<file path="config.mk">
export PLATFORM = sky130hd
export DESIGN_NAME = nms_queue
export DESIGN_NICKNAME = d
export VERILOG_FILES = /design/src/nms_pkg.sv /design/src/nms_queue.sv
export SDC_FILE = /design/constraint.sdc
export NUM_CORES = 1
export LEC_CHECK = 0
export ABC_AREA = 1
export BUFFER_PORTS_ARGS = -buffer_cell sky130_fd_sc_hd__buf_2
export CAP_MARGIN = 20
export CORE_UTILIZATION = 40
export CTS_CLUSTER_DIAMETER = 40
export DETAILED_ROUTE_END_ITERATION = 7
export HOLD_SLACK_MARGIN = 0.08
export PLACE_DENSITY = 0.76
export SYNTH_ARGS = -nofsm -noshare
export SYNTH_HDL_FRONTEND = slang
export SYNTH_SLANG_ARGS = --single-unit
</file>
<file path="constraint.sdc">
create_clock -name clk_i -period 10.4 [get_ports clk_i]
set_clock_uncertainty 0.15 [all_clocks]
set_input_delay 0.52 -clock clk_i [delete_from_list [all_inputs] [get_ports clk_i]]
set_output_delay 0.52 -clock clk_i [all_outputs]
set_load 0.02 [all_outputs]
</file>
<file path="src/nms_pkg.sv">
// Shared types and constants for the neighbour mean smoothing block.
package nms_pkg;

  // Input operation codes
  localparam logic OP_SAMPLE = 1'b0;
  localparam logic OP_DRAIN  = 1'b1;

  // Configuration register indexes
  localparam int unsigned CFG_IDX_W = 2;
  localparam logic [CFG_IDX_W-1:0] REG_FRAME_ROWS = 2'd0;
  localparam logic [CFG_IDX_W-1:0] REG_FRAME_COLS = 2'd1;
  localparam int unsigned CFG_W = 11;

  // Result field widths
  localparam int unsigned OUT_W = 20;
  localparam int unsigned POS_W = 10;

  // Neighbour count field and the nonzero counts that can occur
  localparam int unsigned CNT_W = 4;
  localparam logic [CNT_W-1:0] CNT_ONE   = 4'd1;
  localparam logic [CNT_W-1:0] CNT_TWO   = 4'd2;
  localparam logic [CNT_W-1:0] CNT_THREE = 4'd3;
  localparam logic [CNT_W-1:0] CNT_FIVE  = 4'd5;
  localparam logic [CNT_W-1:0] CNT_EIGHT = 4'd8;

  // Mean datapath: sum magnitude is capped at 2^19, past which every count saturates
  localparam int unsigned M_W   = 20;
  localparam int unsigned Q_W   = 23;
  localparam logic [M_W-1:0] MAG_CAP = 20'h80000;
  localparam logic [Q_W-1:0] POS_LIM = 23'h07FFFF;
  localparam logic [Q_W-1:0] NEG_LIM = 23'h080000;
  // floor(x/3) = (x * ceil(2^25/3)) >> 25 for x < 2^25
  localparam int unsigned RCP_W  = 24;
  localparam int unsigned RCP_SH = 25;
  localparam logic [RCP_W-1:0] RECIP3 = 24'd11184811;

  // Which sides of the centre hold matrix positions
  typedef struct packed {
    logic up;
    logic dn;
    logic lf;
    logic rt;
  } nms_edge_t;

  // Control that travels with the neighbour values from front to back
  typedef struct packed {
    logic [CNT_W-1:0] cnt;
    logic [POS_W-1:0] row;
    logic [POS_W-1:0] col;
    logic             last;
  } nms_tag_t;

endpackage

</file>
<file path="src/nms_queue.sv">
// Two-entry queue between the front (window) and back (mean) parts.
module nms_queue import nms_pkg::*; #(
  parameter int unsigned WIDTH = 152
) (
  input  logic             clk_i,
  input  logic             rst_ni,
  input  logic             push_i,
  input  logic [WIDTH-1:0] data_i,
  output logic             full_o,
  output logic             valid_o,
  input  logic             pop_i,
  output logic [WIDTH-1:0] data_o
);

  logic [1:0][WIDTH-1:0] mem_q;
  logic       wr_ptr_q, wr_ptr_d;
  logic       rd_ptr_q, rd_ptr_d;
  logic [1:0] cnt_q, cnt_d;

  assign full_o  = (cnt_q == 2'd2);
  assign valid_o = (cnt_q != 2'd0);
  assign data_o  = mem_q[rd_ptr_q];

  // Pointer and fill count update
  always_comb begin
    wr_ptr_d = push_i ? ~wr_ptr_q : wr_ptr_q;
    rd_ptr_d = pop_i ? ~rd_ptr_q : rd_ptr_q;
    cnt_d    = cnt_q;
    if (push_i && !pop_i) begin
      cnt_d = cnt_q + 2'd1;
    end else if (pop_i && !push_i) begin
      cnt_d = cnt_q - 2'd1;
    end
  end

  always_ff @(posedge clk_i or negedge rst_ni) begin
    if (!rst_ni) begin
      wr_ptr_q <= 1'b0;
      rd_ptr_q <= 1'b0;
      cnt_q    <= 2'd0;
    end else begin
      wr_ptr_q <= wr_ptr_d;
      rd_ptr_q <= rd_ptr_d;
      cnt_q    <= cnt_d;
    end
  end

  // Entry storage
  always_ff @(posedge clk_i) begin
    if (push_i) begin
      mem_q[wr_ptr_q] <= data_i;
    end
  end

  // Front must respect full, back must respect empty
  a_no_overflow: assert property (@(posedge clk_i) disable iff (!rst_ni)
    push_i |-> (!full_o || pop_i))
    else $error("queue push while full");
  a_no_underflow: assert property (@(posedge clk_i) disable iff (!rst_ni)
    pop_i |-> valid_o)
    else $error("queue pop while empty");

endmodule

</file>
==> impl_results.md, run 1 <==
- Initial DRC count: 327
- Setup TNS: 0 ps
- Slew headroom: 32.61%
- Pwr Density: 277.7 nW/um2
- Nets: 1150
- Hold Startpoint: push_i
- Final Non-Filler Cells: 1406
- Reg2reg start: wr_ptr_q
- Fmax: 0.2742 GHz
- Delay-heaviest family, CP: buffers and inverters
- Min-delay worst type: input port to register
- Total GRT Usage: 16.35%
- Commonest cells after routing, fill and taps aside: buf_2 (309), edfxtp_1 (304), dlygate4sd3_1 (154)
- Worst EP required: 9730 ps
- Setup slack after layout: 6753 ps
- Largest net degree at the start of global routing: 86
- Drt pass-1 iters: 4
- Largest stage delay on the critical path: 970 ps
- Reg-to-Reg End: mem_q[215]
- Site row count: 61
- Routed Wire Length: 24.53 mm
- Routability cong.: 0.7399
- Die area: 29310 um2
- Hold path endpoint: wr_ptr_q
- Vias: 6481
- WL per Instance: 17.45 um
- Area growth syn-to-layout: 42.83%
- Syn avg cell area: 22.99 um2
- CTS tree: built
- Die Y: 171.2 um
- Buffer and inverter count on the worst path: 2
- Worst R2R Path Depth: 3
- Worst vdd ir: 0.0001798 V
- Clock Latency Late Sink: 510 ps
- PortBufs: 309
- Synth warn: 0
- Cts bufs inserted: 42
- Type of origin of the critical path: register
- First-pass GRT wire length: 36.74 mm
- I/O pins: 310
- Cells on Worst Hold Path: 2
- #FFs+latches synth: 308
- Status: finished clean
- H-tree Lvls: 2
- Endpoints failing setup: 0
- Fin. Hold Viols: 0
- Post-DRT Antenna Nets: 0
- Critical-path top delay cell: dfrtp_4
- Unrepaired setup endpoints after global routing: no
- Core area: 27930 um2
- Synthesized area: 11450 um2
- Vias per cell: 4.610
- Seq/Total Area, Yosys: 80.59%
- Worst Path Max Fanout: 58
- Vias in the first global route: 7117
- Die X: 171.2 um
- Antenna violations before repair: 2
- Cells resized by post-CTS repair: 0
- Crit path cell chain: buf_4, mux2_2, buf_2
- Reg2reg setup slack: 7750 ps
- Fraction of layout cells with a size suffix above 1: 52.68%
- Slew Limit Fails: 0
- Clock transition at path regs: 50 ps
- Tightest Pin Transition: 1011 ps
- Clock Tree Buf Depth: 3
- Lkg Pwr: 6.453 nW
- Setup CP Type: register to output port
- Crit end category: output port
- Grt ovf: 0
- Max_cap viols: 0
- Period minus WS final: 3647 ps
- Post-DP HPWL: 14.42 mm
- WP data arrival: 2980 ps
- Syn Inst Count: 498
- Post-synthesis cell type count: 14
- Root Driver: clkbuf_16
- Synth Net Count: 655
- Most common cell after layout, fill and taps aside: buf_2
- DRC Markers: 0
- Clk sink count: 308
- Util after Layout: 58.55%
- Post-Place Setup Slack: 7307 ps
- Post-Place Cells: 1173
- Starting Density: 40.99%
- Fin crit share: 35.06%
[state kept, by name, summed over array words and instances, names as in the netlist]
| register | flops |
|---|---|
| cnt_q | 2 |
| mem_q | 304 |
| rd_ptr_q | 1 |
| wr_ptr_q | 1 |
[where the power goes]
part	switching, mW	internal (mW)	leakage [nW]
combinational	0.771	0.583	2.86
clock	0.530	0.899	0.697
sequential	0.107	1.65	2.90
total	1.41	3.13	6.45
[stage by stage]
| stage | total power, mW | cell area, um2 | hold slack [ps] |
|---|---|---|---|
| CTS | 4.575 | 16350 | 82.85 |
| finish | 4.543 | 16360 | 113.9 |
| global route | 4.735 | 16350 | 104.0 |
| floorplan | 2.752 | 11450 | 74.41 |
| detailed placement | 3.088 | 13380 | 183.6 |
| global placement | 3.067 | 13380 | 179.7 |
[synth_stat cells, drive strengths merged]
cell type | number | area (um2)
dfrtp | 4 | 100.1
nor2 | 2 | 7.510
nand2 | 6 | 22.52
mux2 | 152 | 1974
inv | 7 | 26.28
buf | 17 | 141.4
nand3 | 1 | 5.000
nand4 | 1 | 6.260
ha | 1 | 12.51
xnor2 | 1 | 8.760
edfxtp | 304 | 9129
xor2 | 2 | 17.52
[repair_timing]
item | in CTS | in global routing
hold endpoints to repair | 309 | 0
hold buffers | 154 | 0
buffers inserted | 0 | 0
[worst max-delay path by stage]
stage          cells after the start     start          end  slack [ps]
4_1_cts                            3  rd_ptr_q  data_o[136]        6730
2_1_floorplan                      2    push_i     mem_q[0]        2670
6_report                           3  rd_ptr_q  data_o[136]        6750
5_1_grt                            3  rd_ptr_q  data_o[136]        6630
3_3_place_gp                       3  rd_ptr_q   data_o[28]        7320
3_5_place_dp                       3  rd_ptr_q  data_o[136]        7310
[cell families (layout without fill, tap and decap cells)]
family        Yosys count  count (layout)  synth area share (%)
mux                   152             152                 17.24
flops                 308             308                 80.59
fa+ha+maj               1               1                0.1092
simple gates           10              10                0.3606
other cells             0               3                     0
xor+xnor                3               3                0.2295
buf+inv                24             551                 1.464
[layer usage]
layer | track usage [%] | wire, um
met5 | 0 | 0
met3 | 4.717 | 1790
met2 | 29.96 | 12940
met4 | 6.366 | 639
met1 | 17.70 | 9156
[worst reg2reg max path, cell delays in order (launching register included)]
cell	delay (ps)
dfrtp_1	430
nand2_1	140
inv_6	580
buf_4	870
[final cells by class]
class | instances | area [um2]
Sequential cell | 308 | 9233
Clock inverter | 28 | 319.1
Antenna cell | 3 | 7.507
Timing Repair Buffer | 468 | 3126
Inverter | 7 | 31.28
Clock buffer | 48 | 1105
Fill cell | 2091 | 11580
Multi-Input combinational cell | 166 | 2062
Tap cell | 378 | 473.0
Note: power is estimated with default switching activity, not from simulation.
==> run 2: changes to the inputs <==
--- a/config.mk
+++ b/config.mk
@@ -12,7 +12,7 @@
 export CTS_CLUSTER_DIAMETER = 40
 export DETAILED_ROUTE_END_ITERATION = 7
 export HOLD_SLACK_MARGIN = 0.08
-export PLACE_DENSITY = 0.76
+export PLACE_DENSITY = 0.78
 export SYNTH_ARGS = -nofsm -noshare
 export SYNTH_HDL_FRONTEND = slang
 export SYNTH_SLANG_ARGS = --single-unit
==> constraint.sdc (replaced) <==
create_clock -name clk_i -period 3.25 [get_ports clk_i]
set_clock_uncertainty 0.15 [all_clocks]
set_input_delay 0.1625 -clock clk_i [delete_from_list [all_inputs] [get_ports clk_i]]
set_output_delay 0.1625 -clock clk_i [all_outputs]
set_load 0.02 [all_outputs]
==> run 2 against run 1 <==
Setup slack lost 6100 ps. Highest routed layer unchanged. Register-to-register slack lost 6400 ps. Utilization is essentially flat. Largest cell class unchanged. Critical path type unchanged. Cell area is essentially flat. Clock power grew to 3.0 times the previous value. Sequential power grew to 3.1 times the previous value.
==> impl_results.md, run 2 (synthesis results as in run 1) <==
- Most common cell after layout, fill and taps aside: buf_2
- Min-delay worst type: input port to register
- Setup bufs post-CTS: 0
- Setup slack after layout: 691.3 ps
- Drt pass-1 iters: 4
- Slew headroom: 39.32%
- Site row count: 61
- DRC Markers: 0
- Clock transition at path regs: 60 ps
- WL per Instance: 17.75 um
- Grt ovf: 0
- Post-DRT Antenna Nets: 0
- Post-DP Area: 13460 um2
- H-tree Lvls: 2
- Antenna violations before repair: 2
- Clock power share: 29.8%
- Clock Latency Late Sink: 510 ps
- Worst vdd ir: 0.0005600 V
- Unrepaired setup endpoints after global routing: no
- Post-Place Setup Slack: 1246 ps
- Endpoints failing setup: 0
- Routed Wire Length: 24.99 mm
- First-pass GRT wire length: 36.43 mm
- Worst EP required: 2940 ps
- Fin. Hold Viols: 0
- Fin crit share: 78.73%
- Crit end category: output port
- Largest net degree at the start of global routing: 78
- Clock Tree Buf Depth: 3
- Area growth syn-to-layout: 42.74%
- Max_cap viols: 0
- Core area: 27930 um2
- Tightest Pin Transition: 910.2 ps
- Slew Limit Fails: 0
- Fraction of layout cells with a size suffix above 1: 52.33%
- Vias per cell: 4.631
- Commonest cells after routing, fill and taps aside: buf_2 (309), edfxtp_1 (304), dlygate4sd3_1 (156)
- Sw power: 4.536 mW
- Sw Ratio: 31.65%
- Crit path cell chain: buf_12, mux2_2, buf_2
- Biggest regs: mem_q x304, cnt_q x2
- Cells resized by post-CTS repair: 0
- Reg2reg setup slack: 1370 ps
- Worst Path Max Fanout: 64
- I/O pins: 310
- Clk sink count: 308
- Fillers: 2059
- Pwr Density: 876.8 nW/um2
- Period minus WS final: 2559 ps
- Fmax: 0.3908 GHz
- Largest stage delay on the critical path: 630 ps
- Cts bufs inserted: 40
- Comb pwr share: 31.6%
- PortBufs: 309
- Nets: 1153
- Die Y: 171.2 um
- Initial DRC count: 348
- Status: finished clean
- Vias in the first global route: 6978
- Root Driver: clkbuf_16
- Largest register FFs: 304
- Top reg by flops: mem_q
- Starting Density: 40.99%
- Setup CP Type: register to output port
- Routability cong.: 0.7398
- Critical-path top delay cell: dfrtp_4
- WP data arrival: 2250 ps
- Lkg Pwr: 6.436 nW
- Post-DP HPWL: 14.06 mm
- CTS tree: built
- Util after Layout: 58.51%
- Die X: 171.2 um
- Design Area, Final: 16350 um2
- Sequential share of power: 38.5%
- Type of origin of the critical path: register
- Vias: 6520
- Die area: 29310 um2
- Total GRT Usage: 16.45%
- Int Pwr: 9.797 mW
run 2: final timing paths:
kind | to | cells past startpoint | start
worst max register to register | mem_q[265] | 3 | wr_ptr_q
worst max-delay path | data_o[17] | 3 | rd_ptr_q
worst min register to register | cnt_q[1] | 2 | cnt_q[1]
max in group asynchronous | rd_ptr_q | 3 | rst_ni
min in group asynchronous | rd_ptr_q | 3 | rst_ni
worst min-delay path | mem_q[7] | 2 | data_i[7]
run 2: final cells by class:
class                      instances  area [um2]  area share, %
sequential                       308        9233          56.48
tap                              378       473.0          2.893
timing repair buffer             473        3218          19.69
inverter                           7       30.03         0.1837
antenna                            2       5.005        0.03062
clock inverter                    27       274.0          1.676
multi-input combinational        166        2064          12.63
clock buffer                      47        1049          6.415
run 2: critical path: cells and delay by family (launching register included):
family   cells  cell delay (ps)
mux          1              400
buf+inv      2              590
flops        1              630
run 2: power groups by stage:
stage	Sequential, mW	Combinational (mW)	Clock [mW]
floorplan	5.53	3.19	0
global placement	5.54	4.34	0
detailed placement	5.59	4.37	0
CTS	5.51	4.54	4.36
global route	5.58	4.80	4.53
finish	5.52	4.53	4.28
run 2: what timing repair did:
item                       CTS  global route
hold endpoints to repair   316             0
setup endpoints to repair    0             0
hold buffers               156             0
run 2: metrics by stage:
stage	total power, mW	cells	hold slack, ps	setup TNS, ps
finish	14.33	1408	213.4	0
global route	14.91	1408	196.0	0
CTS	14.41	1406	187.7	0
detailed placement	9.961	1176	-170.4	0
global placement	9.883	1176	-166.7	0
floorplan	8.716	498	-283.1	-5923
run 2: metal layers:
metal	part of all wire [%]	global-route usage, %	vias up
met1	35	16.58	3207
met3	6.5	4.556	75
li1	-	-	2985
met4	4.3	8.618	0
met5	0	0	-
met2	54	30.66	253
==> run 3: changes to the inputs <==
--- a/config.mk
+++ b/config.mk
@@ -12,7 +12,7 @@
 export CTS_CLUSTER_DIAMETER = 40
 export DETAILED_ROUTE_END_ITERATION = 7
 export HOLD_SLACK_MARGIN = 0.08
-export PLACE_DENSITY = 0.78
+export PLACE_DENSITY = 0.76
 export SYNTH_ARGS = -nofsm -noshare
 export SYNTH_HDL_FRONTEND = slang
 export SYNTH_SLANG_ARGS = --single-unit
==> constraint.sdc (replaced) <==
create_clock -name clk_i -period 2.4 [get_ports clk_i]
set_clock_uncertainty 0.15 [all_clocks]
set_input_delay 0.12 -clock clk_i [delete_from_list [all_inputs] [get_ports clk_i]]
set_output_delay 0.12 -clock clk_i [all_outputs]
set_load 0.02 [all_outputs]
==> run 3 against run 2 <==
Wire length decreased by 3.5%. Count of clock-buffer cells in the layout fell by 2. Via count down 1.3%. Sequential share of layout area shrank 0.13 points. First-iteration DRC count fell by 0.57%. Largest power group unchanged. Setup slack got worse by 470 ps. Final cell count unchanged.
==> impl_results.md, run 3 (synthesis results as in run 1) <==
- Status: finished clean
- Multi-input logic area: 2064 um2
- Min-delay worst type: input port to register
- H-tree Lvls: 2
- First-pass GRT wire length: 35.60 mm
- Cts bufs inserted: 39
- Vias in the first global route: 6921
- Core area: 27930 um2
- Fin. Hold Viols: 0
- Largest register FFs: 304
- Most common cell after layout, fill and taps aside: buf_2
- CTS tree: built
- WP data arrival: 1910 ps
- Setup slack after layout: 221.0 ps
- Lkg Pwr: 6.449 nW
- Unrepaired setup endpoints after global routing: no
- Clock Latency Late Sink: 510 ps
- Worst EP required: 2130 ps
- Vias per cell: 4.571
- DRC Markers: 0
- PortBufs: 309
- Worst vdd ir: 0.0009904 V
- Type of origin of the critical path: register
- Fillers: 2059
- Routability cong.: 0.7252
- Post-Place Setup Slack: 579.2 ps
- Worst R2R Path Depth: 3
- Die Y: 171.2 um
- Antenna violations before repair: 2
- Initial DRC count: 346
- Cells resized by post-CTS repair: 0
- CP Capture Point: data_o[24]
- Die X: 171.2 um
- Design Area, Final: 16380 um2
- Commonest cells after routing, fill and taps aside: buf_2 (309), edfxtp_1 (304), dlygate4sd3_1 (156)
- Reg-to-Reg End: mem_q[169]
- Tightest Pin Transition: 642.9 ps
- Pwr Density: 1181 nW/um2
- Routed Wire Length: 24.13 mm
- Starting Density: 40.99%
- WL per Instance: 17.14 um
- Met3 usage: 4.280%
- Period minus WS final: 2179 ps
- Total GRT Usage: 15.90%
- Nets: 1156
- Setup TNS: 0 ps
- Die area: 29310 um2
- Storage cell area: 9233 um2
- Vias: 6436
- Endpoints failing setup: 0
- GRT met1 Usage: 17.42%
- Max_cap viols: 0
- Largest net degree at the start of global routing: 97
- Met2 Resource Use GR: 28.77%
- Busiest grt layer: met2
- Fraction of layout cells with a size suffix above 1: 52.24%
- Area growth syn-to-layout: 43.08%
- Biggest regs: mem_q x304, cnt_q x2
- Clock transition at path regs: 60 ps
- Crit end category: output port
- Post-DP Area: 13510 um2
- Worst Path Max Fanout: 39
- I/O pins: 310
- Fmax: 0.4589 GHz
- Post-DRT Antenna Nets: 0
- Post-DP HPWL: 14.07 mm
- Clock Tree Buf Depth: 3
- Slew Limit Fails: 0
- Fin crit share: 90.79%
- Reg2reg start: wr_ptr_q
- Reg2reg setup slack: 640 ps
- Setup CP Type: register to output port
- Root Driver: clkbuf_16
- Top reg by flops: mem_q
- Slew headroom: 57.14%
- Drt pass-1 iters: 4
- Clk sink count: 308
- Site row count: 61
- Grt ovf: 0
- Crit. Startpoint: rd_ptr_q
run 3: cell count changes in the layout (fill, tap and decap cells not counted):
| cell | previous run | this run |
|---|---|---|
| inv_6 | 7 | 2 |
| buf_12 | 4 | 8 |
| clkinv_4 | 5 | 1 |
| clkinv_1 | 3 | 5 |
| clkinv_2 | 5 | 7 |
| bufinv_16 | 3 | 4 |
| clkbuf_1 | 6 | 5 |
| clkbuf_16 | 41 | 40 |
| clkinvlp_4 | 3 | 4 |
| inv_8 | 1 | 2 |
run 3: metrics by stage:
step	total power, mW	hold WS (ps)	cells	util [%]
final	19.35	176.7	1408	58.65
after global routing	20.17	153.8	1408	58.65
after CTS	19.49	148.6	1403	58.56
after detailed placement	13.56	-215.1	1177	48.38
after global placement	13.48	-219.2	1177	48.38
after floorplan	11.80	-325.6	498	-
run 3: timing repair:
action                                  4_1_cts  5_1_grt
buffers inserted                              0        3
endpoints found under the setup margin        0        1
hold buffers                                156        0
endpoints found under the hold margin       312        0
run 3: worst min-delay path by stage:
stage	endpoint	slack [ps]	cells past startpoint	startpoint
after floorplan	cnt_q[0]	-330	0	rst_ni
after global placement	cnt_q[1]	-220	1	rst_ni
after detailed placement	cnt_q[0]	-220	1	rst_ni
after CTS	mem_q[103]	150	2	data_i[103]
after global routing	mem_q[102]	150	2	data_i[102]
final	mem_q[254]	180	2	data_i[102]
run 3: where the power goes:
part | leakage [nW] | total, mW | switching [mW] | internal, mW
registers | 2.90 | 7.43 | 0.284 | 7.14
logic | 2.93 | 6.25 | 3.56 | 2.69
clock network | 0.623 | 5.67 | 2.17 | 3.51
run 3: cell type report:
cell class	instances	share of cell area, %
inverter	7	0.1833
antenna	2	0.03055
clock buffer	45	6.224
tap	378	2.887
sequential	308	56.35
multi-input combinational	166	12.60
timing repair buffer	477	20.13
clock inverter	25	1.596
run 3: worst max-delay path, cell delays in order (launching register included):
cell	delay, ps
dfrtp_4	530
buf_12	270
mux2_2	390
buf_2	170
run 3: per-layer routing:
metal | part of all wire, % | routed length, um | up-vias
li1 | - | - | 2996
met1 | 37 | 8865 | 3128
met2 | 53 | 12810 | 243
met3 | 7.0 | 1694 | 69
met4 | 3.2 | 763 | 0
met5 | 0 | 0 | -
